## config.mk

```make
export PLATFORM = sky130hd
export DESIGN_NAME = prf_ingress
export DESIGN_NICKNAME = d
export VERILOG_FILES = /design/src/hdl/prf_pkg.sv /design/src/hdl/prf_ingress.sv
export SDC_FILE = /design/constraint.sdc
export NUM_CORES = 1
export LEC_CHECK = 0
export ABC_CLOCK_PERIOD_IN_PS = 5600
export CELL_PAD_IN_SITES_DETAIL_PLACEMENT = 1
export CELL_PAD_IN_SITES_GLOBAL_PLACEMENT = 2
export CORE_MARGIN = 10
export CORE_UTILIZATION = 30
export DETAILED_ROUTE_END_ITERATION = 10
export DONT_BUFFER_PORTS = 1
export GPL_TIMING_DRIVEN = 0
export PLACE_DENSITY = 0.75
export SETUP_SLACK_MARGIN = 0.02
export SLEW_MARGIN = 20
export SYNTH_ARGS = -nofsm -noshare
export SYNTH_HDL_FRONTEND = slang
export SYNTH_SLANG_ARGS = --single-unit
export TNS_END_PERCENT = 30
```

## constraint.sdc

```tcl
create_clock -name clk_i -period 5.6 [get_ports clk_i]
set_clock_uncertainty 0.2 [all_clocks]
set_input_delay 0.84 -clock clk_i [delete_from_list [all_inputs] [get_ports clk_i]]
set_output_delay 0.84 -clock clk_i [all_outputs]
set_load 0.03 [all_outputs]
```

## src/hdl/prf_pkg.sv

```systemverilog
// ----------------------------------------------------------------------------
// prf_pkg
// Shared types and codes for the packet ring queue with resumable reads.
// ----------------------------------------------------------------------------
package prf_pkg;

  // Result status codes
  typedef enum logic [2:0] {
    ST_ACCEPTED = 3'd0,
    ST_TOO_LONG = 3'd1,
    ST_FULL     = 3'd2,
    ST_EMPTY    = 3'd3,
    ST_BYTE     = 3'd4
  } status_e;

  // Request codes on the input channel
  localparam logic MODE_BYTE = 1'b0;
  localparam logic MODE_READ = 1'b1;

  // Width of the count field of a result
  localparam int unsigned CountWidth = 10;

  // End-of-message report from the ingress side
  typedef struct packed {
    logic    commit;   // message stored in its slot
    status_e status;   // accepted, too long or full
  } wr_evt_t;

endpackage

```

## src/hdl/prf_ingress.sv

```systemverilog
// ----------------------------------------------------------------------------
// prf_ingress
// Write side of the ring: tracks slot, position and drop reason of the
// message being received and reports its end.
// ----------------------------------------------------------------------------
module prf_ingress #(
  parameter int unsigned QUEUE_DEPTH  = 8,
  parameter int unsigned PACKET_BYTES = 512,
  localparam int unsigned SW = $clog2(QUEUE_DEPTH),
  localparam int unsigned PW = $clog2(PACKET_BYTES + 2),
  localparam int unsigned LW = $clog2(PACKET_BYTES + 1)
) (
  input  logic             clk_i,
  input  logic             rst_ni,
  input  logic             take_i,
  input  logic             last_i,
  input  logic [SW-1:0]    rd_slot_i,
  output logic             wr_en_o,
  output logic [SW-1:0]    wr_slot_o,
  output logic [PW-1:0]    wr_pos_o,
  output logic [LW-1:0]    len_o,
  output prf_pkg::wr_evt_t evt_o
);

  logic [SW-1:0]    slot_q, slot_d, slot_nxt;
  logic [PW-1:0]    pos_q, pos_d, pos_inc;
  prf_pkg::status_e drop_q, drop_d, drop_a, drop_b;
  logic             full;

  assign slot_nxt = (slot_q == SW'(QUEUE_DEPTH - 1)) ? '0 : slot_q + SW'(1);

  // Check the ring for room on the first word of a message
  assign full = (pos_q == '0) && (drop_q == prf_pkg::ST_ACCEPTED) &&
                (slot_nxt == rd_slot_i);

  always_comb begin
    drop_a = full ? prf_pkg::ST_FULL : drop_q;
    drop_b = drop_a;
    wr_en_o = 1'b0;
    if (drop_a == prf_pkg::ST_ACCEPTED) begin
      if (32'(pos_q) >= PACKET_BYTES) begin
        drop_b = prf_pkg::ST_TOO_LONG;
      end else begin
        wr_en_o = take_i;
      end
    end
    // Saturate one past the slot size
    pos_inc = (32'(pos_q) < PACKET_BYTES + 1) ? pos_q + PW'(1) : pos_q;
  end

  // Advance position; close the message on its last word
  always_comb begin
    slot_d = slot_q;
    pos_d  = pos_q;
    drop_d = drop_q;
    if (take_i) begin
      if (last_i) begin
        pos_d  = '0;
        drop_d = prf_pkg::ST_ACCEPTED;
        if (drop_b == prf_pkg::ST_ACCEPTED) begin
          slot_d = slot_nxt;
        end
      end else begin
        pos_d  = pos_inc;
        drop_d = drop_b;
      end
    end
  end

  always_ff @(posedge clk_i or negedge rst_ni) begin
    if (!rst_ni) begin
      slot_q <= '0;
      pos_q  <= '0;
      drop_q <= prf_pkg::ST_ACCEPTED;
    end else begin
      slot_q <= slot_d;
      pos_q  <= pos_d;
      drop_q <= drop_d;
    end
  end

  assign wr_slot_o    = slot_q;
  assign wr_pos_o     = pos_q;
  assign len_o        = LW'(pos_inc);
  assign evt_o.commit = take_i && last_i && (drop_b == prf_pkg::ST_ACCEPTED);
  assign evt_o.status = drop_b;

endmodule

```

==> impl_metrics.ini, run 1 <==
[die]
core_um2 = 3633
start_util_pct = 30.61
die_w_um = 80.89
fp.dieH_um = 80.89
io_pins = 35
row_count = 22
dieArea_um2 = 6543

[outcome]
status = finished, final reports clean

[power]
max-vdd-ir-drop_mv = 0.1184
powerDensity_nw_per_um2 = 409.5
leakagePower_nw = 0.5449
p_total_w = 0.0005046

[sta]
setup_viol_count_final = 0
rsz0062_at_grt = false
min_period_over_period_pct = 69.44
finalCriticalPeriod_ns = 3.889
tightest_slew_ns = 0.9384
tns_ns = 0
slew_viol_final = 0
layout_setup_ws_ns = 1.711
hold_viol = 0
fin_hold_ws_ns = 0.07458
fmax_ghz = 0.2572
slew_headroom_pct = 36.78

[clocking]
cts_tree = done
clkTransAtPathRegs_ns = 0.07
post_cts_buffers = 0
clock-root-buffer = clkbuf_8
cts_buffer_depth = 2
clkLatencyLatePin_ns = 0.25
clkSinkCount = 16
cts_resized = 0
hold_buffers = 0
numCtsBuffers = 3
htreeDepth = 1

[synthesis]
synth.ff_latch_count = 16
ys_seq_area_share_pct = 36.00
avgSynthCellArea_um2 = 9.269
syn_area_um2 = 1112
yosys-top-cells-area = dfrtp_1 36%, xnor2_1 7.1%, ha_1 5.6%
synth-warning-count = 0
synthCells = 120
synth_cell_types = 41
synth_top_area_share_pct = 36.00
synthesis.nets = 132
yosys.area.top_type = dfrtp_1

[worst_setup_path]
cp-end-kind = output pin
cpPeakStageDelay_ns = 0.60
cp-start-kind = flip-flop
cpMaxStageDelayCell = xnor2_1
worstPathCellList = buf_6, or4_4, o31ai_1, buf_2, nand3_1, xnor2_1
arrival_ns = 2.85
cp_data_required_time_ns = 4.56
crit_type = flip-flop to output pin
cp_max_fo = 10

[global_route]
grt_max_degree = 17
grt_pass1_vias = 1009
antenna_found_initial = 0
gr-total-overflow = 0
grt_pass1_wl_um = 5492
grt_util_all_layers_pct = 10.63

[min_path]
hold_class = input pin to async pin

[job]
max_cap_viol_count = 0

[routing]
met3_length_um = 233
wire_per_inst_um = 19.52
totalWireLength_um = 3358
vias = 941
drt_iter0_drc = 63
met1Wirelength_um = 1369
first_pass_iters = 4
ant_nets = 0
highest_layer = met4
drc = 0
wl_met2_um = 1722
vias_per_cell = 5.471

[finish]
layout-drive-gt1-share_pct = 10.48
diodes = 0
stdcell_count = 172
syn_to_final_growth_pct = 10.80
fin_nets = 137

[placement]
hpwl_um = 2647
dp_cells = 168
dp_slack_ns = 1.953
port_buffers = 0
gp_congestion = 0.7588
worst paths after layout:
path,endpoint,slack (ns),start,cells after the start
worst max-delay path,len_o[8],1.71,wr_pos_o[3],6
worst min-delay path,wr_pos_o[8],0.07,rst_ni,0
worst max register to register,wr_slot_o[0],2.71,wr_slot_o[0],6
worst min register to register,drop_q[0],0.35,drop_q[0],1
max in group asynchronous,drop_q[0],5.05,rst_ni,0
min in group clk_i,drop_q[0],0.35,drop_q[0],1
sequential cells by signal, indices dropped and copies added (netlist names):
| name | flops |
|---|---|
| wr_pos_o | 10 |
| drop_q | 3 |
| wr_slot_o | 3 |
per-layer routing:
layer	track usage, %	up-vias
met5	0	-
met4	4.152	0
met3	3.201	2
met2	18.95	23
met1	11.52	472
li1	-	444
metrics by stage:
stage	area, um2	utilization [%]
floorplan	1112	-
global route	1232	33.92
detailed placement	1177	32.40
finish	1232	33.92
CTS	1232	33.92
global placement	1172	32.27
where the power goes:
part	total, W	switching (W)	internal (W)	leakage (nW)
registers	0.000216	0.0000781	0.000138	0.213
logic	0.000183	0.000108	0.0000751	0.303
clock network	0.000106	0.0000432	0.0000624	0.0288
critical path: cells and delay by family (launching register included):
kind | cells | cell delay [ns]
simple gates | 2 | 0.71
compound gates | 1 | 0.30
xor+xnor | 1 | 0.60
flops | 1 | 0.51
buf+inv | 2 | 0.48
synthesized netlist by cell type:
| cell | n |
|---|---|
| o211ai_1 | 1 |
| buf_2 | 1 |
| mux2_2 | 3 |
| nand2b_1 | 3 |
| nand2_1 | 8 |
| a211o_1 | 1 |
| dfrtp_1 | 16 |
| xnor2_1 | 9 |
| and3_1 | 2 |
| o22ai_1 | 1 |
| a211oi_1 | 1 |
| o21ai_0 | 3 |
| a31o_2 | 1 |
| a32o_1 | 1 |
| o311ai_0 | 1 |
| nor2_1 | 6 |
| nor4_1 | 2 |
| inv_1 | 7 |
| nor4b_1 | 2 |
| buf_6 | 2 |
| o311a_1 | 1 |
| a311o_1 | 3 |
| nand3_1 | 7 |
| o31ai_1 | 3 |
| a21oi_1 | 1 |
| o31a_1 | 1 |
| nand3b_1 | 1 |
| nand4_1 | 1 |
| xor2_1 | 1 |
| or4_4 | 1 |
| o211a_1 | 1 |
| clkbuf_1 | 4 |
| a41o_1 | 1 |
| and2_1 | 3 |
| a22o_1 | 2 |
| or3_1 | 1 |
| nor2b_1 | 3 |
| ha_1 | 5 |
| mux2i_1 | 1 |
| nor3_1 | 6 |
| a21o_1 | 2 |
cell usage in the layout (no fill, tap or decap), types with 4 or more instances in the layout:
master,synthesis,layout
xnor2_1,9,9
dfrtp_1,16,16
clkbuf_8,0,4
clkbuf_1,4,4
nor2_1,6,6
ha_1,5,5
nand3_1,7,7
inv_1,7,7
nand2_1,8,8
nor3_1,6,6
final cells by class:
class	instances	area [um2]
Multi-Input combinational cell	90	648.1
Tap cell	48	60.06
Inverter	7	26.28
Buffer	7	42.54
Clock buffer	4	55.05
Fill cell	432	2401
Sequential cell	16	400.4
cells by family after synthesis:
family          after synthesis  share of synthesized area, %
xor+xnor                     10                         7.875
flops                        16                         36.00
buf+inv                      14                         6.186
compound gates               25                         18.11
fa+ha+maj                     5                         5.624
mux                           4                         3.937
simple gates                 46                         22.27
No activity file was read; power rests on OpenSTA's default activity.
==> run 2: changes to the inputs <==
Settings changed: ABC_AREA set to 1, ABC_CLOCK_PERIOD_IN_PS 5600 to 3800, PLACE_DENSITY 0.75 to 0.81.
Clock period 5.6 ns to 3.8 ns, I/O delays scaled along.
==> impl_metrics.ini, run 2 <==
[synthesis]
avgSynthCellArea_um2 = 6.763
synth_ff_type = dfrtp_1
synth_cell_types = 24
yosys.area.top_type = dfrtp_1
yosys-top-cells-count = 60 x nand2_1, 29 x inv_1, 19 x nand3_1, 16 x dfrtp_1, 7 x nor2_1
async_reset_ff_share_pct = 100.0
synth.ff_latch_count = 16
synth_top_area_share_pct = 32.00
yosys-top-cells-area = dfrtp_1 32%, nand2_1 18%, inv_1 8.7%
ys_seq_area_share_pct = 32.00
synth_edf_count = 0
synthCells = 185
syn_area_um2 = 1251
synthesis.nets = 197
yosysMostFrequentCell = nand2_1
synth-warning-count = 0

[placement]
port_buffers = 0
gp_congestion = 0.7705
hpwl_um = 3063

[sta]
min_period_over_period_pct = 81.66
tightest_slew_ns = 0.8252
finalCriticalPeriod_ns = 3.103
fmax_ghz = 0.3223
setup_viol_count_final = 0
tns_ns = 0
slew_headroom_pct = 44.81
slew_viol_final = 0
hold_viol = 0
rsz0062_at_grt = false

[worst_setup_path]
cpMostUsedCell = nand2_4
regToRegSetupSlack_ns = 1.76
cp-end-kind = output pin
cp_data_required_time_ns = 3.03
cpMaxStageDelayCell = a21boi_1
critPathBufInv = 1
worstPathCellList = inv_1, ha_1, nand2_1, nor2_2, nand2_4, nand2_4, a21boi_1
cpPeakStageDelay_ns = 0.65
crit_type = flip-flop to output pin
cp_max_fo = 10
arrival_ns = 2.33
crit_family = compound AO/OA/AOI/OAI gates
cp-start-kind = flip-flop

[clocking]
clkLatencyLatePin_ns = 0.25
cts_resized = 0
clkSinkCount = 16
cts_tree = done
clock-root-buffer = clkbuf_8
post_cts_buffers = 0
htreeDepth = 1
hold_buffers = 1
numCtsBuffers = 3
clkTransAtPathRegs_ns = 0.07
cts_buffer_depth = 2

[die]
fp.dieH_um = 84.58
core_um2 = 4029
die_w_um = 84.58
io_pins = 35
start_util_pct = 31.06
dieArea_um2 = 7154
row_count = 23

[job]
max_cap_viol_count = 0

[finish]
syn_to_final_growth_pct = 9.100
layout_common_cells = 60 x nand2_1, 29 x inv_1, 19 x nand3_1, 16 x dfrtp_1, 7 x nor2_1
fillers = 533
layout-drive-gt1-share_pct = 14.29
final_common_cell = nand2_1
fin_nets = 203
diodes = 0
post-route-util_pct = 33.88
largest_reg_flops = 10

[routing]
vias = 1187
ant_nets = 0
drt_iter0_drc = 60
first_pass_iters = 4
drc = 0
vias_per_cell = 4.967
totalWireLength_um = 3829
wire_per_inst_um = 16.02

[outcome]
status = finished, final reports clean

[global_route]
grt_max_degree = 17
gr-total-overflow = 0
antenna_found_initial = 0
grt_util_all_layers_pct = 10.94
grt_pass1_wl_um = 6617
grt_pass1_vias = 1359

[power]
leakagePower_nw = 0.8024
powerDensity_nw_per_um2 = 474.0
max-vdd-ir-drop_mv = 0.2571

[min_path]
hold_class = input pin to flip-flop
==> run 2: kinds of logic after synthesis <==
kind of cell,count (synthesis),synth area share [%]
AO/OA/AOI/OAI,12,5.700
XOR/XNOR,4,2.801
adder cells (fa/ha/maj),5,5.000
buffers and inverters,38,11.70
flip-flops,16,32.00
AND/OR/NAND/NOR,110,42.80
==> run 2: layout make-up <==
class                   instances  area, um2  share of cell area, %
repair buffers                  1      10.01                 0.7333
inverters                      35      131.4                  9.624
well taps                      50      62.56                  4.583
clock buffers                   3      41.29                  3.025
flip-flops and latches         16      400.4                  29.33
plain buffers                   3      15.01                  1.100
multi-input cells             131      704.4                  51.60
==> run 2: routing by layer <==
| metal | global-route usage, % | part of all wire (%) |
|---|---|---|
| met5 | 0 | 0 |
| met4 | 2.545 | 0.50 |
| met3 | 4.251 | 6.9 |
| met2 | 18.53 | 49 |
| met1 | 12.62 | 44 |
==> run 2: through the flow <==
stage	std cells	hold WS, ns	area [um2]	power [W]	setup WS, ns
3_3_place_gp	235	0.07504	1314	0.0005084	1.016
6_report	239	0.1898	1365	0.0006470	0.6969
5_1_grt	239	0.1791	1365	0.0007012	0.5807
3_5_place_dp	235	0.07511	1314	0.0005178	0.9680
2_1_floorplan	185	0.07441	1251	0.0004618	1.286
4_1_cts	239	0.1873	1365	0.0006582	0.6809
==> run 2: report_power, final <==
| part | switching (W) | internal [W] | leakage, nW |
|---|---|---|---|
| clock | 0.0000633 | 0.0000704 | 0.0216 |
| combinational | 0.000181 | 0.0000760 | 0.564 |
| sequential | 0.0000652 | 0.000191 | 0.217 |
| total | 0.000310 | 0.000337 | 0.802 |
==> run 2: worst paths after layout <==
check	from	to	depth (start not counted)
worst max-delay path	wr_pos_o[0]	len_o[7]	7
worst min-delay path	last_i	drop_q[2]	1
worst max register to register	wr_slot_o[0]	wr_slot_o[0]	10
worst min register to register	drop_q[2]	drop_q[2]	2
max in group asynchronous	rst_ni	wr_slot_o[0]	1
min in group asynchronous	rst_ni	wr_pos_o[5]	1
==> run 3: changes to the inputs <==
Settings changed: ABC_AREA 1 to 0, ABC_CLOCK_PERIOD_IN_PS 3800 to 3100, PLACE_DENSITY 0.81 to 0.75.
Clock period 3.8 ns to 3.1 ns, I/O delays scaled along.
==> impl_metrics.ini, run 3 (synthesis results as in run 1) <==
[outcome]
status = finished, final reports clean

[global_route]
grt_util_all_layers_pct = 10.94
grt_pass1_wl_um = 5651
grt_pass1_vias = 1017
gr-total-overflow = 0
grt_max_degree = 17
antenna_found_initial = 0

[worst_setup_path]
arrival_ns = 2.42
rr_worst_depth = 6
cp_data_required_time_ns = 2.43
cp-start-kind = flip-flop
cpMaxStageDelayCell = or4_4
cpMostUsedCell = buf_6
worstPathCellList = buf_6, or4_4, o31a_1, buf_6, nor3_4, xor2_4
cp-end-kind = output pin
cp_max_fo = 8
cpPeakStageDelay_ns = 0.58
crit_type = flip-flop to output pin

[sta]
layout_setup_ws_ns = 0.01031
hold_viol = 0
rsz0062_at_grt = true
min_period_over_period_pct = 99.67
fmax_ghz = 0.3237
finalCriticalPeriod_ns = 3.090
slew_headroom_pct = 46.22
setup_viol_count_final = 0
slew_viol_final = 0
tightest_slew_ns = 0.8053

[min_path]
hold_class = input pin to flip-flop
worstHoldPathCells = 2

[power]
pwr-share-clk_pct = 19.7
leakagePower_nw = 0.6102
comb_power_share_pct = 39.2
internal_power_w = 0.0005232
max-vdd-ir-drop_mv = 0.2256
power.share.switching_pct = 46.12
p_total_w = 0.0009712
powerDensity_nw_per_um2 = 678.5
switching_power_w = 0.0004480
power_frac_seq_pct = 41.1

[die]
row_count = 22
die_w_um = 80.89
core_um2 = 3633
io_pins = 35
fp.dieH_um = 80.89
dieArea_um2 = 6543
start_util_pct = 30.61

[routing]
totalWireLength_um = 3529
wire_per_inst_um = 20.28
ant_nets = 0
vias = 962
drt_iter0_drc = 80
first_pass_iters = 4
vias_per_cell = 5.529
drc = 0

[clocking]
numCtsBuffers = 3
clkTransAtPathRegs_ns = 0.07
clkSinkCount = 16
clock-root-buffer = clkbuf_8
cts_buffer_depth = 2
htreeDepth = 1
clkLatencyLatePin_ns = 0.25
cts_tree = done

[finish]
final_common_cell = dfrtp_1
stdcell_count = 174
fillers = 419
diodes = 0
syn_to_final_growth_pct = 28.68
multiInputGateArea_um2 = 818.3
fin_nets = 139
layout-drive-gt1-share_pct = 26.98
layout_common_cells = 13 x dfrtp_1, 7 x inv_1, 7 x nand2_1, 6 x nand3_1, 6 x nor2_1
register_area_um2 = 404.1
largest_reg_flops = 10

[placement]
hpwl_um = 2647
dp_slack_ns = -0.1718
dp_cells = 168
gp_congestion = 0.7588
port_buffers = 0

[job]
max_cap_viol_count = 0
-- run 3: cell count changes in the layout (fill, tap and decap cells not counted), sizes merged, moves of 8 or more --
cell	before	now
nand3	20	7
xnor2	1	9
nor2	14	6
inv	35	7
nand2	68	8
-- run 3: path summary, 6_finish.rpt --
path                                 to  slack [ns]          from
max reg2reg                wr_slot_o[0]        0.22  wr_slot_o[0]
min reg2reg                   drop_q[0]        0.35     drop_q[0]
min in group asynchronous  wr_slot_o[0]        0.53        rst_ni
min                         wr_pos_o[6]        0.26        take_i
max                            len_o[7]        0.01   wr_pos_o[3]
max in group asynchronous   wr_pos_o[3]        1.64        rst_ni
-- run 3: what timing repair did --
item                                    in CTS  in global routing
endpoints found under the setup margin      11                  9
hold buffers                                 1                  0
pin swaps                                    3                  4
setup buffers                                1                  0
resized for setup                           22                 11
endpoints found under the hold margin       16                  0
-- run 3: layer usage --
metal  GRT usage, %  vias up  share of wire (%)
met2          19.11       18                 52
met4          4.152        0               0.91
li1               -      450                  -
met1          12.36      492                 41
met5              0        -                  0
met3          3.091        2                5.4
-- run 3: final cells by class --
type / instances / share of cell area (%)
well taps: 48 / 4.196
inverters: 7 / 1.836
multi-input cells: 90 / 57.17
flip-flops and latches: 16 / 28.23
repair buffers: 2 / 1.224
clock buffers: 4 / 3.846
plain buffers: 7 / 3.497
-- run 3: worst max-delay path, delay by kind of cell, from the launching register on --
kind,cells,cell delay (ns)
and+or+nand+nor,2,0.78
DFF,1,0.49
buffers and inverters,2,0.31
AOI/OAI and AO/OA,1,0.31
xor gates and xnor gates,1,0.28
-- run 3: power groups by stage --
stage                     sequential [W]  clock, W  combinational, W
after floorplan                 0.000374         0          0.000280
after global placement          0.000393         0          0.000314
after detailed placement        0.000396         0          0.000336
after CTS                       0.000400  0.000195          0.000361
after global routing            0.000412  0.000207          0.000411
final                           0.000399  0.000191          0.000381
-- run 3: through the flow --
step	hold WS, ns	area, um2	setup TNS (ns)	util, %
floorplan	-0.03059	1112	0	-
global placement	-0.02964	1172	-1.099	32.27
detailed placement	-0.02969	1177	-0.4712	32.40
CTS	0.2540	1376	-0.05540	37.88
global route	0.2932	1431	-0.1951	39.39
finish	0.2580	1431	0	39.39
